File: config.mk
export PLATFORM = sky130hd
export DESIGN_NAME = crc32_frame_checker_unit
export DESIGN_NICKNAME = d
export VERILOG_FILES = /design/src/rtl/core/cfc_pkg.sv /design/src/rtl/core/crc32_frame_checker_unit.sv /design/src/rtl/core/cfc_front.sv /design/src/rtl/core/cfc_queue.sv /design/src/rtl/core/cfc_back.sv
export SDC_FILE = /design/constraint.sdc
export NUM_CORES = 1
export LEC_CHECK = 0
export BUFFER_PORTS_ARGS = -buffer_cell sky130_fd_sc_hd__buf_2
export CAP_MARGIN = 15
export CORE_UTILIZATION = 45
export CTS_CLUSTER_DIAMETER = 40
export DETAILED_ROUTE_END_ITERATION = 8
export PLACE_DENSITY = 0.71
export SYNTH_ARGS = -nofsm -noshare
export SYNTH_HDL_FRONTEND = slang
export SYNTH_SLANG_ARGS = --single-unit
export TNS_END_PERCENT = 30
File: constraint.sdc
create_clock -name clk -period 5.6 [get_ports clk]
set_input_delay 0.28 -clock clk [delete_from_list [all_inputs] [get_ports clk]]
set_output_delay 0.28 -clock clk [all_outputs]
set_load 0.02 [all_outputs]
File: src/rtl/core/cfc_pkg.sv
// Shared types, register codes and the CRC-32 byte update for the frame checker.
package cfc_pkg;

    localparam int unsigned CFG_INDEX_W = 3;
    localparam int unsigned CFG_DATA_W  = 16;

    // Configuration register indexes
    localparam logic [CFG_INDEX_W-1:0] REG_START_FIRST  = 3'd0;
    localparam logic [CFG_INDEX_W-1:0] REG_START_SECOND = 3'd1;
    localparam logic [CFG_INDEX_W-1:0] REG_END_FIRST    = 3'd2;
    localparam logic [CFG_INDEX_W-1:0] REG_END_SECOND   = 3'd3;
    localparam logic [CFG_INDEX_W-1:0] REG_MAX_PAYLOAD  = 3'd4;
    localparam logic [CFG_INDEX_W-1:0] REG_MIN_FRAME    = 3'd5;

    localparam logic [7:0]  RST_START_FIRST  = 8'hAA;
    localparam logic [7:0]  RST_START_SECOND = 8'h55;
    localparam logic [7:0]  RST_END_FIRST    = 8'h0D;
    localparam logic [7:0]  RST_END_SECOND   = 8'h0A;
    localparam logic [15:0] RST_MAX_PAYLOAD  = 16'd1024;
    localparam logic [15:0] RST_MIN_FRAME    = 16'd11;

    localparam logic [31:0] CRC_INIT = 32'hFFFF_FFFF;
    localparam logic [31:0] CRC_POLY = 32'hEDB8_8320;

    localparam logic [15:0] HEADER_BYTES   = 16'd5;
    localparam logic [16:0] OVERHEAD_BYTES = 17'd11;
    localparam logic [15:0] COUNT_MAX      = 16'hFFFF;

    typedef enum logic [2:0] {
        KIND_START0,
        KIND_START1,
        KIND_CMD,
        KIND_LEN_HI,
        KIND_LEN_LO,
        KIND_BODY
    } byte_kind_t;

    typedef struct packed {
        logic [7:0]  data;
        logic        last;
        byte_kind_t  kind;
        logic        crc_en;
        logic [15:0] byte_total;
        logic        overlong;
    } byte_rec_t;

    typedef struct packed {
        logic [7:0]  start_first;
        logic [7:0]  start_second;
        logic [7:0]  end_first;
        logic [7:0]  end_second;
        logic [15:0] max_payload;
        logic [15:0] min_frame;
    } cfg_t;

    // Reflected CRC-32, one byte, LSB first
    function automatic logic [31:0] crc32_byte(input logic [31:0] crc, input logic [7:0] b);
        logic [31:0] c;
        c = crc ^ {24'h0, b};
        for (int k = 0; k < 8; k++) begin
            c = c[0] ? ((c >> 1) ^ CRC_POLY) : (c >> 1);
        end
        return c;
    endfunction

endpackage

File: src/rtl/core/crc32_frame_checker_unit.sv
// Top level of the CRC-32 frame checker: configuration registers and the front/back split.
//
// Frame bytes enter on data_byte with last_byte set on the final byte; a byte is
// taken when push is high and full is low. One verdict per frame comes out on
// frame_ok and command_code, held while empty is low and taken when pop is high.
// A byte is accepted every cycle while full is low. The front end tags each byte
// with its frame position in the cycle it arrives and queues it; the back end takes
// it from the queue, updates the CRC and checks the frame, so empty falls at the edge
// where the back end takes the last byte, which waits until the result register is free.
// The byte-wide CRC update in the back end sets the one-byte-per-cycle rate.
// Writes on cfg_write/cfg_index/cfg_data take effect at the next edge; indexes
// past the register list are dropped. Reset loads the register defaults, clears
// all per-frame state and empties the tag queue and the result register. While
// the receiver holds off pop, the result register keeps its verdict and bytes of
// the next frame keep flowing until that frame's last byte reaches the back end;
// the tag queue then fills and full rises until pop frees the result register.
module crc32_frame_checker_unit #(
    parameter int unsigned QUEUE_DEPTH = 2
) (
    input  logic                             clk,
    input  logic                             rst_n,
    input  logic                             push,
    output logic                             full,
    input  logic [7:0]                       data_byte,
    input  logic                             last_byte,
    output logic                             empty,
    input  logic                             pop,
    output logic                             frame_ok,
    output logic [7:0]                       command_code,
    input  logic                             cfg_write,
    input  logic [cfc_pkg::CFG_INDEX_W-1:0]  cfg_index,
    input  logic [cfc_pkg::CFG_DATA_W-1:0]   cfg_data
);
    import cfc_pkg::*;

    cfg_t      cfg_reg;
    byte_rec_t front_rec;
    byte_rec_t q_rec;
    logic      q_valid;
    logic      back_take;
    logic      accept;
    logic      out_valid;

    assign accept = push && !full;
    assign empty  = !out_valid;

    always_ff @(posedge clk or negedge rst_n)
    begin
        if (!rst_n)
        begin
            cfg_reg.start_first  <= RST_START_FIRST;
            cfg_reg.start_second <= RST_START_SECOND;
            cfg_reg.end_first    <= RST_END_FIRST;
            cfg_reg.end_second   <= RST_END_SECOND;
            cfg_reg.max_payload  <= RST_MAX_PAYLOAD;
            cfg_reg.min_frame    <= RST_MIN_FRAME;
        end
        else if (cfg_write)
        begin
            unique case (cfg_index)
                REG_START_FIRST:  cfg_reg.start_first  <= cfg_data[7:0];
                REG_START_SECOND: cfg_reg.start_second <= cfg_data[7:0];
                REG_END_FIRST:    cfg_reg.end_first    <= cfg_data[7:0];
                REG_END_SECOND:   cfg_reg.end_second   <= cfg_data[7:0];
                REG_MAX_PAYLOAD:  cfg_reg.max_payload  <= cfg_data;
                REG_MIN_FRAME:    cfg_reg.min_frame    <= cfg_data;
                default:          ;
            endcase
        end
    end

    cfc_front u_front (
        .clk       (clk),
        .rst_n     (rst_n),
        .accept    (accept),
        .data_byte (data_byte),
        .last_byte (last_byte),
        .rec       (front_rec)
    );

    cfc_queue #(
        .DEPTH (QUEUE_DEPTH)
    ) u_queue (
        .clk    (clk),
        .rst_n  (rst_n),
        .wr_en  (accept),
        .wr_rec (front_rec),
        .full   (full),
        .rd_en  (back_take),
        .rd_rec (q_rec),
        .valid  (q_valid)
    );

    cfc_back u_back (
        .clk          (clk),
        .rst_n        (rst_n),
        .cfg          (cfg_reg),
        .rec_valid    (q_valid),
        .rec          (q_rec),
        .rec_take     (back_take),
        .pop          (pop),
        .out_valid    (out_valid),
        .frame_ok     (frame_ok),
        .command_code (command_code)
    );

    // A last byte taken by the back end always leaves a result waiting
    assert property (@(posedge clk) disable iff (!rst_n)
        back_take && q_rec.last |=> !empty)
        else $error("last byte taken without a result");

    // Overlong frames never pass
    assert property (@(posedge clk) disable iff (!rst_n)
        back_take && q_rec.last && q_rec.overlong |=> !frame_ok)
        else $error("overlong frame reported valid");

    // The first byte of a frame carries a count of one and no overflow
    assert property (@(posedge clk) disable iff (!rst_n)
        q_valid && (q_rec.kind == KIND_START0)
            |-> (q_rec.byte_total == 16'd1) && !q_rec.overlong)
        else $error("frame start tagged with a stale count");

    // Nothing is taken from an empty tag queue
    assert property (@(posedge clk) disable iff (!rst_n)
        back_take |-> q_valid)
        else $error("back end read an empty queue");

endmodule

File: src/rtl/core/cfc_front.sv
// Front end: counts frame bytes and tags each one with its place in the frame.
module cfc_front (
    input  logic               clk,
    input  logic               rst_n,
    input  logic               accept,
    input  logic [7:0]         data_byte,
    input  logic               last_byte,
    output cfc_pkg::byte_rec_t rec
);
    import cfc_pkg::*;

    logic [15:0] count_reg, count_next;
    logic [15:0] plen_reg, plen_next;
    logic        overlong_reg, overlong_next;
    byte_kind_t  kind;
    logic        crc_en;

    always_comb
    begin
        unique case (count_reg)
            16'd0:   kind = KIND_START0;
            16'd1:   kind = KIND_START1;
            16'd2:   kind = KIND_CMD;
            16'd3:   kind = KIND_LEN_HI;
            16'd4:   kind = KIND_LEN_LO;
            default: kind = KIND_BODY;
        endcase
    end

    // Header always enters the CRC; the body only up to the declared payload length
    assign crc_en = (count_reg < HEADER_BYTES) ||
                    ({1'b0, count_reg} < ({1'b0, HEADER_BYTES} + {1'b0, plen_reg}));

    always_comb
    begin
        plen_next     = plen_reg;
        overlong_next = overlong_reg;
        count_next    = count_reg;
        if (kind == KIND_LEN_HI)
        begin
            plen_next = {data_byte, 8'h00};
        end
        else if (kind == KIND_LEN_LO)
        begin
            plen_next = {plen_reg[15:8], data_byte};
        end
        // saturate the count and flag the frame instead
        if (count_reg == COUNT_MAX)
        begin
            overlong_next = 1'b1;
        end
        else
        begin
            count_next = count_reg + 16'd1;
        end
    end

    always_comb
    begin
        rec.data       = data_byte;
        rec.last       = last_byte;
        rec.kind       = kind;
        rec.crc_en     = crc_en;
        rec.byte_total = count_next;
        rec.overlong   = overlong_next;
    end

    always_ff @(posedge clk or negedge rst_n)
    begin
        if (!rst_n)
        begin
            count_reg    <= '0;
            plen_reg     <= '0;
            overlong_reg <= 1'b0;
        end
        else if (accept)
        begin
            if (last_byte)
            begin
                count_reg    <= '0;
                plen_reg     <= '0;
                overlong_reg <= 1'b0;
            end
            else
            begin
                count_reg    <= count_next;
                plen_reg     <= plen_next;
                overlong_reg <= overlong_next;
            end
        end
    end

endmodule

File: src/rtl/core/cfc_queue.sv
// Short queue of tagged bytes between the front and back ends.
module cfc_queue #(
    parameter int unsigned DEPTH = 2
) (
    input  logic               clk,
    input  logic               rst_n,
    input  logic               wr_en,
    input  cfc_pkg::byte_rec_t wr_rec,
    output logic               full,
    input  logic               rd_en,
    output cfc_pkg::byte_rec_t rd_rec,
    output logic               valid
);
    import cfc_pkg::*;

    localparam int unsigned PTR_W = $clog2(DEPTH);
    localparam int unsigned CNT_W = $clog2(DEPTH + 1);

    byte_rec_t        entry_reg [DEPTH];
    logic [PTR_W-1:0] wr_ptr_reg, rd_ptr_reg;
    logic [CNT_W-1:0] count_reg;

    assign full   = (count_reg == CNT_W'(DEPTH));
    assign valid  = (count_reg != '0);
    assign rd_rec = entry_reg[rd_ptr_reg];

    always_ff @(posedge clk)
    begin
        if (wr_en)
        begin
            entry_reg[wr_ptr_reg] <= wr_rec;
        end
    end

    always_ff @(posedge clk or negedge rst_n)
    begin
        if (!rst_n)
        begin
            wr_ptr_reg <= '0;
            rd_ptr_reg <= '0;
            count_reg  <= '0;
        end
        else
        begin
            if (wr_en)
            begin
                wr_ptr_reg <= (wr_ptr_reg == PTR_W'(DEPTH - 1)) ? '0 : wr_ptr_reg + 1'b1;
            end
            if (rd_en)
            begin
                rd_ptr_reg <= (rd_ptr_reg == PTR_W'(DEPTH - 1)) ? '0 : rd_ptr_reg + 1'b1;
            end
            if (wr_en && !rd_en)
            begin
                count_reg <= count_reg + 1'b1;
            end
            else if (!wr_en && rd_en)
            begin
                count_reg <= count_reg - 1'b1;
            end
        end
    end

endmodule

File: src/rtl/core/cfc_back.sv
// Back end: running CRC, header capture, tail window and the frame verdict.
module cfc_back (
    input  logic               clk,
    input  logic               rst_n,
    input  cfc_pkg::cfg_t      cfg,
    input  logic               rec_valid,
    input  cfc_pkg::byte_rec_t rec,
    output logic               rec_take,
    input  logic               pop,
    output logic               out_valid,
    output logic               frame_ok,
    output logic [7:0]         command_code
);
    import cfc_pkg::*;

    logic [31:0] crc_reg, crc_next;
    logic [47:0] tail_reg, tail_next;
    logic        match_reg, match_next;
    logic [7:0]  cmd_reg, cmd_next;
    logic [15:0] plen_reg, plen_next;
    logic        out_valid_reg;
    logic        ok_reg;
    logic [7:0]  cmd_out_reg;
    logic        verdict;

    // A last byte needs the result register free; other bytes always drain
    assign rec_take  = rec_valid && (!rec.last || !out_valid_reg || pop);
    assign out_valid = out_valid_reg;
    assign frame_ok  = ok_reg;
    assign command_code = cmd_out_reg;

    always_comb
    begin
        match_next = match_reg;
        cmd_next   = cmd_reg;
        plen_next  = plen_reg;
        unique case (rec.kind)
            KIND_START0: match_next = (rec.data == cfg.start_first);
            KIND_START1: match_next = match_reg && (rec.data == cfg.start_second);
            KIND_CMD:    cmd_next   = rec.data;
            KIND_LEN_HI: plen_next  = {rec.data, 8'h00};
            KIND_LEN_LO: plen_next  = {plen_reg[15:8], rec.data};
            default:     ;
        endcase
        crc_next  = rec.crc_en ? crc32_byte(crc_reg, rec.data) : crc_reg;
        tail_next = {tail_reg[39:0], rec.data};
    end

    always_comb
    begin
        verdict = !rec.overlong
            && (rec.byte_total >= cfg.min_frame)
            && match_next
            && (tail_next[15:8] == cfg.end_first)
            && (tail_next[7:0] == cfg.end_second)
            && (plen_next <= cfg.max_payload)
            && ({1'b0, rec.byte_total} == ({1'b0, plen_next} + OVERHEAD_BYTES))
            && ((crc_next ^ CRC_INIT) == tail_next[47:16]);
    end

    always_ff @(posedge clk or negedge rst_n)
    begin
        if (!rst_n)
        begin
            crc_reg   <= CRC_INIT;
            tail_reg  <= '0;
            match_reg <= 1'b0;
            cmd_reg   <= '0;
            plen_reg  <= '0;
        end
        else if (rec_take)
        begin
            if (rec.last)
            begin
                crc_reg   <= CRC_INIT;
                tail_reg  <= '0;
                match_reg <= 1'b0;
                cmd_reg   <= '0;
                plen_reg  <= '0;
            end
            else
            begin
                crc_reg   <= crc_next;
                tail_reg  <= tail_next;
                match_reg <= match_next;
                cmd_reg   <= cmd_next;
                plen_reg  <= plen_next;
            end
        end
    end

    always_ff @(posedge clk or negedge rst_n)
    begin
        if (!rst_n)
        begin
            out_valid_reg <= 1'b0;
        end
        else if (rec_take && rec.last)
        begin
            out_valid_reg <= 1'b1;
        end
        else if (pop)
        begin
            out_valid_reg <= 1'b0;
        end
    end

    always_ff @(posedge clk)
    begin
        if (rec_take && rec.last)
        begin
            ok_reg      <= verdict;
            cmd_out_reg <= cmd_next;
        end
    end

endmodule

Word level (Yosys, flattened, before mapping)
Memory sizes are Yosys's and may differ from the RTL's.
Cells that the tools add are included.

word-level totals
  bits in registers = 208
  RAM bits = 60
  input port bits = 33
  output and inout port bits = 11
  word-level logic and storage cells = 137
  memories = 1

memories
  memory             words  width  rd ports  clocked after memory_dff  wr ports  RTL line         RTL
  u_queue.entry_reg  2      30     1         0                         1         cfc_queue.sv:19  byte_rec_t entry_reg [DEPTH];

operators by class
  add/sub/neg operators = 7
  order comparisons = 4
  equal/unequal tests = 23
  muxes and demuxes = 33
  bitwise operators = 10
  reduce and logical (&&, ||, !) cells = 38

operators by type and width
  cell                                                         count
  two-way mux 32 bit                                           10
  NOT 13 -> 14 bit                                             8
  two-way mux 16 bit                                           5
  two-way mux 40 bit                                           1
  equality test 16 x 2 -> 1 bit, second input constant         2
  equality test 32 bit                                         1
  equality test 8 bit                                          4
  NOT 32 bit                                                   1
  one-hot mux 16 bit (2 select lines)                          1
  XOR 32 x 8 -> 32 bit                                         1
  two-way mux 8 bit                                            3
  adder 16 x 4 -> 17 bit, second input constant                1
  adder 3 x 16 -> 17 bit, first input constant                 1
  equality test 16 x 17 -> 1 bit                               1
  less-than comparator 16 x 17 -> 1 bit                        1
  adder 16 x 1 -> 16 bit, second input constant                1
  equality test 16 x 1 -> 1 bit, second input constant         1
  equality test 16 bit, second input constant                  1
  equality test 16 x 3 -> 1 bit, second input constant         1
  greater-or-equal comparator 16 bit                           1
  less-or-equal comparator 16 bit                              1
  logical NOT 16 bit                                           1
  less-than comparator 16 x 3 -> 1 bit, second input constant  1
  AND reduction 2 bit                                          8
  17 further kinds                                             58

Logic depth before layout (Yosys ltp)
Gate-level depths: netlist of the first run.
An unclocked memory read counts as a cell.

  word-level depth = 22
  mapped depth = 21

Modules after synthesis
A second synthesis of the first run with hierarchy kept.

unflattened totals
  cells, all modules = 1440
  area, all modules = 15765.1 um^2

by module, submodules not included
  module                    instances  cells an instance  area an instance (um^2)  seq. area each (um^2)
  cfc_back                  1          891                8160.3                   2762.6
  cfc_front                 1          298                2728.9                   825.8
  crc32_frame_checker_unit  1          142                2513.7                   1622.8
  cfc_queue                 1          109                2362.3                   1901.8

Least setup slack after synthesis of the first run
OpenSTA, ideal clock, no wires.

  kind = flip-flop to flip-flop
  start = reg u_queue.rd_ptr_reg
  end = reg u_back.ok_reg (netlist: u_back.frame_ok) (data pin)
  arrival time = 3505 ps
  slack = 1905 ps
  stages on the path, launching flop included = 21
  buffers on the path = 5
  period minus slack after synthesis = 3695 ps
  cells stage by stage = dfrtp_1 buf_6 buf_12 buf_2 nor2b_1 a22o_1 clkbuf_1 clkbuf_1 nor2_1 a21oi_1 ha_1 a21o_1 a21o_1 a21oi_1 nor2b_1 o21ai_0 a21oi_1 a2bb2oi_1 a211oi_1 nand4_1 a2111oi_2

between the ends
  word-level cells in the longest chain between the ends = 19
  elaborated cells between the ends (all ways) = 43
  those cells by class = add/sub (1); order compare (2); eq/ne (8); mux (11); bitwise (10); reduce/logical (10); memory (1)

RTL lines
  what                                                                            RTL line         RTL
  start, declared                                                                 cfc_queue.sv:20  logic [PTR_W-1:0] wr_ptr_reg, rd_ptr_reg;
  start signal, assigned                                                          cfc_queue.sv:51  rd_ptr_reg <= (rd_ptr_reg == PTR_W'(DEPTH - 1)) ? '0 : rd_ptr_reg + 1'b1;
  memory read (2 x 30 bit) (*)                                                    --
  XOR 32 x 8 -> 32 bit                                                            cfc_pkg.sv:59    c = crc ^ {24'h0, b};
  two-way mux 32 bit                                                              cfc_pkg.sv:61    c = c[0] ? ((c >> 1) ^ CRC_POLY) : (c >> 1);
  two-way mux 32 bit / NOT 13 -> 14 bit (equally long branches)                   --
  NOT 13 -> 14 bit (no source line) / two-way mux 32 bit (equally long branches)  --
  two-way mux 32 bit / NOT 13 -> 14 bit (equally long branches)                   --
  NOT 13 -> 14 bit (no source line) / two-way mux 32 bit (equally long branches)  --
  two-way mux 32 bit                                                              cfc_pkg.sv:61
  [4 not listed]                                                                  --
  two-way mux 32 bit                                                              cfc_pkg.sv:61
  NOT 13 -> 14 bit (no source line)                                               --
  two-way mux 32 bit                                                              cfc_pkg.sv:61
  two-way mux 32 bit                                                              cfc_back.sv:45   crc_next = rec.crc_en ? crc32_byte(crc_reg, rec.data) : crc_reg;
  NOT 32 bit (no source line)                                                     --
  equality test 32 bit                                                            cfc_back.sv:58   && ((crc_next ^ CRC_INIT) == tail_next[47:16]);
  logical AND 1 bit (*)                                                           cfc_back.sv:58
  named net u_back.verdict                                                        cfc_back.sv:24   logic verdict;
  end signal, assigned                                                            cfc_back.sv:112  ok_reg <= verdict;
  end, declared                                                                   cfc_back.sv:22   logic ok_reg;

The timed path passes the listed nets; every way through them passes the cells marked *.
A chain may end at the register's enable or synchronous reset.

Final worst setup path of the first run
Same ends and word-level chain as after synthesis.

==> flow_metrics.env, run 1 <==
export IMPL_outcome="finished, final reports clean"
export IMPL_rsz0062_at_grt="no"
export IMPL_fin_area_um2=17300
export IMPL_fin_cells=1907
export IMPL_timing_max_cap_violations=0
export IMPL_grt_pass1_vias=10700
export IMPL_synth_area_leaders="dfrtp_1 (25%), edfxtp_1 (14%), dfstp_2 (8.6%)"
export IMPL_wire_per_inst_um=20.5
export IMPL_die_h_um=185
export IMPL_clkTransAtPathRegs_ps=50
export IMPL_antenna_found_initial=0
export IMPL_cts_path_max_buffers=3
export IMPL_synth_cell_types=70
export IMPL_dieArea_um2=34200
export IMPL_syn_inst=1368
export IMPL_cts_made_buffers=42
export IMPL_io_pins=44
export IMPL_dpl_instance_area_um2=15700
export IMPL_setup_viol=0
export IMPL_ys_seq_area_frac=0.473
export IMPL_dp_slack_ps=1090
export IMPL_netlist_area_um2=15000
export IMPL_hp_class="in2reg"
export IMPL_port_buffers=43
export IMPL_place_hpwl_mm=27.8
export IMPL_critPathBufInv=0
export IMPL_synthArstFlopShare=0.743
export IMPL_setup_ws_ps=1020
export IMPL_cpMaxStageDelayCell="dfrtp_2"
export IMPL_p_leak_nw=7.25
export IMPL_reg2reg_slack_ps=1020
export IMPL_fin_worst_skew_ps=12.3
export IMPL_fin_crit_ps=4580
export IMPL_hold_viol=0
export IMPL_grtUsageTotal=0.235
export IMPL_syn_num_nets=1454
export IMPL_relSlewSlack=0.207
export IMPL_crit_fanout=29
export IMPL_fin_util=0.530
export IMPL_placed_cells=1812
export IMPL_wirelength_mm=39.1
export IMPL_required_ps=5930
export IMPL_cts_sinks=268
export IMPL_fin_total_pwr_mw=11.9
export IMPL_rows=66
export IMPL_crit_chain="mux2i_4, xnor2_2, xor3_2, xnor2_4, xnor3_1, nand2_1, mux2i_1, nand4_1, or4_1, a2111oi_2"
export IMPL_synth_top_cell_area_share=0.250
export IMPL_r2r_end="u_back.frame_ok$_DFFE_PP_"
export IMPL_ys_flop_type="dfrtp_1"
export IMPL_drive_gt1_frac=0.201
export IMPL_min_from="cfg_data[15]"
export IMPL_powerDensity_nw_per_um2=688
export IMPL_fin_nets=1517
export IMPL_drc=0
export IMPL_grt_ovfl_total=0
export IMPL_start_util=0.460
export IMPL_crit_type="reg2reg"
export IMPL_drtIter0Drc=787
export IMPL_worst_pin_slew_ps=1190
export IMPL_vias=10800
export IMPL_grt_max_degree=106
export IMPL_grt_pass1_wl_mm=61.4
export IMPL_clkLatencyLatePin_ps=540
export IMPL_cpLargestDelayFamily="XOR/XNOR gates"
export IMPL_synth_common_cells="dfrtp_1 (150), nand2_1 (113), nor2_1 (97)"
export IMPL_holdPathStages=3
export IMPL_largest_reg_flops=64
export IMPL_diodes=0
export IMPL_htree_levels=2
export IMPL_core_um2=32700
export IMPL_slowest_delay_ps=880
export IMPL_dr_pass1_iters=5
export IMPL_antenna_left=0
export IMPL_yosys_warnings=0
export IMPL_arrival_ps=4910
export IMPL_setup_tns_ps=0
export IMPL_post_cts_resized=0
export IMPL_critPathLaunchType="register"
export IMPL_holdWs_ps=11.4
export IMPL_yosys_cell_count_top_type="dfrtp_1"
export IMPL_ff2ff_path_depth=10
export IMPL_tritoncts="built"
export IMPL_syn2layout_area_growth_pct=15.3
export IMPL_ir_drop_mv=0.372
export IMPL_synth_edf_count=69
export IMPL_report_final_slew_viol_count=0
export IMPL_avgSynthCellArea_um2=11.0
export IMPL_gp_congestion=0.920
export IMPL_hold_end="cfg_reg[31]$_DFFE_PN0P_"
export IMPL_worstReg2RegStart="u_queue.rd_ptr_reg$_DFFE_PN0P_"
export IMPL_ys_seq_elements=268
export IMPL_final_period_utilization=0.818
export IMPL_cts_root_buf="clkbuf_16"
export IMPL_yosysTopAreaCell="dfrtp_1"
export IMPL_die_w_um=185
export IMPL_end_kind="register"
export IMPL_vias_per_cell=5.65
export IMPL_fmax_mhz=218
==> routing by layer <==
layer,routed length (µm),track usage,vias up
met2,19100,0.390,324
met4,1040,0.0731,0
met1,17000,0.315,5357
met3,1990,0.0338,70
li1,-,-,5027
met5,0,0,-
==> tightest hold or removal path, stage by stage <==
cell and delay, ps:
buf_2 100, nand2_1 40, o21ai_0 80
==> placed cells by master, fill, tap and decap left out, drive strengths merged, types with 16 or more instances in the layout <==
cell	n
dfrtp	150
nand2	113
xnor2	109
nor2	97
o21ai	92
inv	75
a21oi	73
mux2	72
edfxtp	69
buf	58
xor2	57
a22o	56
clkbuf	54
ha	53
dfstp	49
mux2i	41
nand4	19
nor3	19
nand3	16
dlygate4sd3	16
==> report_power, final <==
group          internal (mW)  switching [mW]  leakage, nW
Sequential              2.69           0.586         3.13
Clock                   1.62           0.993        0.700
Combinational           2.62            3.43         3.42
==> layout make-up <==
| cell class | instances | area (µm²) |
|---|---|---|
| Timing Repair Buffer | 75 | 512 |
| Multi-Input combinational cell | 979 | 7490 |
| Fill cell | 2838 | 15400 |
| Clock inverter | 25 | 259 |
| Inverter | 65 | 244 |
| Clock buffer | 53 | 1170 |
| Tap cell | 442 | 553 |
| Sequential cell | 268 | 7110 |
==> cell families after synthesis <==
group | synth area share
AND/OR/NAND/NOR | 0.0994
AO/OA/AOI/OAI | 0.136
flip-flops | 0.473
XOR/XNOR | 0.127
buffers and inverters | 0.0324
multiplexers | 0.0878
adder cells (fa/ha/maj) | 0.0448
==> how the worst max path moves through the flow <==
stage	start	end	slack, ps	cells after the start
floorplan	u_queue.rd_ptr_reg$_DFFE_PN0P_	u_back.frame_ok$_DFFE_PP_	1900	20
global placement	u_queue.rd_ptr_reg$_DFFE_PN0P_	u_back.frame_ok$_DFFE_PP_	1220	10
detailed placement	u_queue.rd_ptr_reg$_DFFE_PN0P_	u_back.frame_ok$_DFFE_PP_	1090	10
CTS	u_queue.rd_ptr_reg$_DFFE_PN0P_	u_back.frame_ok$_DFFE_PP_	1060	10
global route	u_queue.rd_ptr_reg$_DFFE_PN0P_	u_back.frame_ok$_DFFE_PP_	780	13
finish	u_queue.rd_ptr_reg$_DFFE_PN0P_	u_back.frame_ok$_DFFE_PP_	1020	10
==> timing repair <==
item / 4_1_cts / 5_1_grt
hold buffers: 16 / 0
setup buffers: 0 / 0
endpoints found under the hold margin: 113 / 0
(Power assumes the default switching activity.)
==> run 2: changes to the inputs <==
--- a/config.mk
+++ b/config.mk
@@ -5,6 +5,7 @@
 export SDC_FILE = /design/constraint.sdc
 export NUM_CORES = 1
 export LEC_CHECK = 0
+export ABC_AREA = 1
 export BUFFER_PORTS_ARGS = -buffer_cell sky130_fd_sc_hd__buf_2
 export CAP_MARGIN = 15
 export CORE_UTILIZATION = 45
==> constraint.sdc (replaced) <==
create_clock -name clk -period 4.3 [get_ports clk]
set_input_delay 0.215 -clock clk [delete_from_list [all_inputs] [get_ports clk]]
set_output_delay 0.215 -clock clk [all_outputs]
set_load 0.02 [all_outputs]
==> run 2 against run 1 <==
Against the previous run:
- routed wire length grew 19%
- first-iteration DRC count grew 77%
- sequential share of layout area shrank 2.1 points
- total power grew 31%
- clock skew grew 13 ps
- worst hold slack lost 3.0 ps
- fmax grew 29%
- sequential power grew 20%
- synthesized cell count grew 52%
- largest power group unchanged
- highest routed layer unchanged
==> flow_metrics.env, run 2 <==
export IMPL_outcome="finished, final reports clean"
export IMPL_tritoncts="built"
export IMPL_drive_gt1_frac=0.129
export IMPL_final_common_cell="nand2_1"
export IMPL_clkTransAtPathRegs_ps=60
export IMPL_vias_per_cell=5.46
export IMPL_drtIter0Drc=1396
export IMPL_setup_ws_ps=761
export IMPL_fin_cells=2647
export IMPL_hold_end="cfg_reg[50]$_DFFE_PN1P_"
export IMPL_nFillCells=3257
export IMPL_ir_drop_mv=0.496
export IMPL_htree_levels=2
export IMPL_cts_root_buf="clkbuf_16"
export IMPL_holdWs_ps=8.42
export IMPL_required_ps=4720
export IMPL_arrival_ps=3960
export IMPL_fin_worst_skew_ps=25.0
export IMPL_dr_pass1_iters=8
export IMPL_fin_total_pwr_mw=15.6
export IMPL_syn_num_nets=2169
export IMPL_end_kind="register"
export IMPL_reg2reg_slack_ps=760
export IMPL_setup_tns_ps=0
export IMPL_final_cell_mix="nand2_1 (675), inv_1 (296), nand3_1 (175)"
export IMPL_port_buffers=43
export IMPL_rows=68
export IMPL_synth_common_cells="nand2_1 (675), inv_1 (296), nand3_1 (175)"
export IMPL_crit_type="reg2reg"
export IMPL_worstReg2RegStart="u_queue.rd_ptr_reg$_DFFE_PN0P_"
export IMPL_crit_fanout=38
export IMPL_fmax_mhz=283
export IMPL_grt_max_degree=107
export IMPL_syn2layout_area_growth_pct=14.6
export IMPL_yosys_cell_count_top_type="nand2_1"
export IMPL_grtUsageTotal=0.266
export IMPL_syn_inst=2083
export IMPL_start_util=0.459
export IMPL_wire_per_inst_um=17.6
export IMPL_netlist_area_um2=15900
export IMPL_timing_max_cap_violations=0
export IMPL_hp_class="in2reg"
export IMPL_holdPathStages=3
export IMPL_vias=14500
export IMPL_cts_sinks=268
export IMPL_ys_seq_area_frac=0.447
export IMPL_r2r_end="u_back.frame_ok$_DFFE_PP_"
export IMPL_drc=0
export IMPL_fin_area_um2=18300
export IMPL_ys_seq_elements=268
export IMPL_critPathLaunchType="register"
export IMPL_cts_made_buffers=44
export IMPL_antenna_found_initial=0
export IMPL_diodes=0
export IMPL_grt_pass1_wl_mm=75.3
export IMPL_wirelength_mm=46.7
export IMPL_die_w_um=190
export IMPL_place_hpwl_mm=33.0
export IMPL_avgSynthCellArea_um2=7.65
export IMPL_synth_cell_types=50
export IMPL_die_h_um=190
export IMPL_dp_slack_ps=885
export IMPL_worst_pin_slew_ps=975
export IMPL_io_pins=44
export IMPL_fin_nets=2242
export IMPL_synth_edf_count=69
export IMPL_report_final_slew_viol_count=0
export IMPL_powerDensity_nw_per_um2=855
export IMPL_fin_crit_ps=3540
export IMPL_min_from="cfg_data[2]"
export IMPL_clkLatencyLatePin_ps=560
export IMPL_ys_flop_type="dfrtp_1"
export IMPL_largest_reg_flops=64
export IMPL_synth_top_cell_area_share=0.236
export IMPL_ff2ff_path_depth=16
export IMPL_setup_viol=0
export IMPL_final_period_utilization=0.823
export IMPL_post_cts_resized=0
export IMPL_dieArea_um2=36200
export IMPL_grt_ovfl_total=0
export IMPL_yosys_warnings=0
export IMPL_yosysTopAreaCell="dfrtp_1"
export IMPL_core_um2=34700
export IMPL_p_leak_nw=9.08
export IMPL_hold_viol=0
export IMPL_placed_cells=2546
export IMPL_relSlewSlack=0.348
export IMPL_grt_pass1_vias=13900
export IMPL_cts_path_max_buffers=3
export IMPL_fin_util=0.526
export IMPL_gp_congestion=1.00
export IMPL_synth_area_leaders="dfrtp_1 (24%), nand2_1 (16%), edfxtp_1 (13%)"
export IMPL_rsz0062_at_grt="no"
export IMPL_dpl_instance_area_um2=16600
export IMPL_synthArstFlopShare=0.743
export IMPL_antenna_left=0
## run 2: where the power goes
part / switching, mW / internal (mW) / leakage (nW)
sequential: 0.442 / 3.51 / 3.15
clock: 1.38 / 2.08 / 0.711
combinational: 5.77 / 2.44 / 5.22
total: 7.59 / 8.03 / 9.08
## run 2: how the worst max path moves through the flow
| stage | start | endpoint | slack (ps) | depth (start not counted) |
|---|---|---|---|---|
| floorplan | u_queue.rd_ptr_reg$_DFFE_PN0P_ | u_back.frame_ok$_DFFE_PP_ | 1630 | 20 |
| global placement | u_queue.rd_ptr_reg$_DFFE_PN0P_ | u_back.frame_ok$_DFFE_PP_ | 970 | 16 |
| detailed placement | u_queue.rd_ptr_reg$_DFFE_PN0P_ | u_back.frame_ok$_DFFE_PP_ | 890 | 16 |
| CTS | u_queue.rd_ptr_reg$_DFFE_PN0P_ | u_back.frame_ok$_DFFE_PP_ | 860 | 16 |
| global route | u_queue.rd_ptr_reg$_DFFE_PN0P_ | u_back.frame_ok$_DFFE_PP_ | 510 | 17 |
| finish | u_queue.rd_ptr_reg$_DFFE_PN0P_ | u_back.frame_ok$_DFFE_PP_ | 760 | 16 |
## run 2: cell type report
cell class	instances	area [µm²]	share of cell area
Clock buffer	55	1230	0.0672
Clock inverter	27	230	0.0126
Multi-Input combinational cell	1458	7430	0.407
Tap cell	455	569	0.0312
Inverter	306	1150	0.0629
Sequential cell	268	7110	0.390
Timing Repair Buffer	78	547	0.0299
## run 2: cell families (layout without fill, tap and decap cells)
| logic type | Yosys count | count (layout) | share of synthesized area |
|---|---|---|---|
| buffers and inverters | 357 | 466 | 0.0887 |
| adder cells (fa/ha/maj) | 53 | 53 | 0.0416 |
| flip-flops | 268 | 268 | 0.447 |
| AO/OA/AOI/OAI | 299 | 299 | 0.108 |
| XOR/XNOR | 45 | 45 | 0.0247 |
| AND/OR/NAND/NOR | 1060 | 1060 | 0.289 |
| multiplexers | 1 | 1 | 0.000628 |
## run 2: per-layer routing
layer	vias to the layer above	share of wire	track usage
li1	6922	-	-
met1	6871	0.43	0.353
met2	542	0.46	0.431
met3	122	0.072	0.0481
met4	0	0.035	0.101
met5	-	0	0
## run 2: worst max-delay path, stage by stage (launching register included)
cell,delay (ps)
dfrtp_1,400
buf_4,300
o21ai_0,510
inv_1,190
ha_1,340
a21oi_1,60
o21ai_0,360
nand2_1,100
o211ai_1,100
nand2_1,70
nand3_1,220
nand4_1,190
nor2_1,120
nand2_1,60
nor2_1,170
nand3_1,100
nor2_1,100
## run 2: repair_timing
| item | 4_1_cts | 5_1_grt |
|---|---|---|
| setup endpoints to repair | 0 | 0 |
| hold endpoints to repair | 109 | 0 |
| hold buffers | 19 | 0 |
| buffers inserted | 0 | 0 |
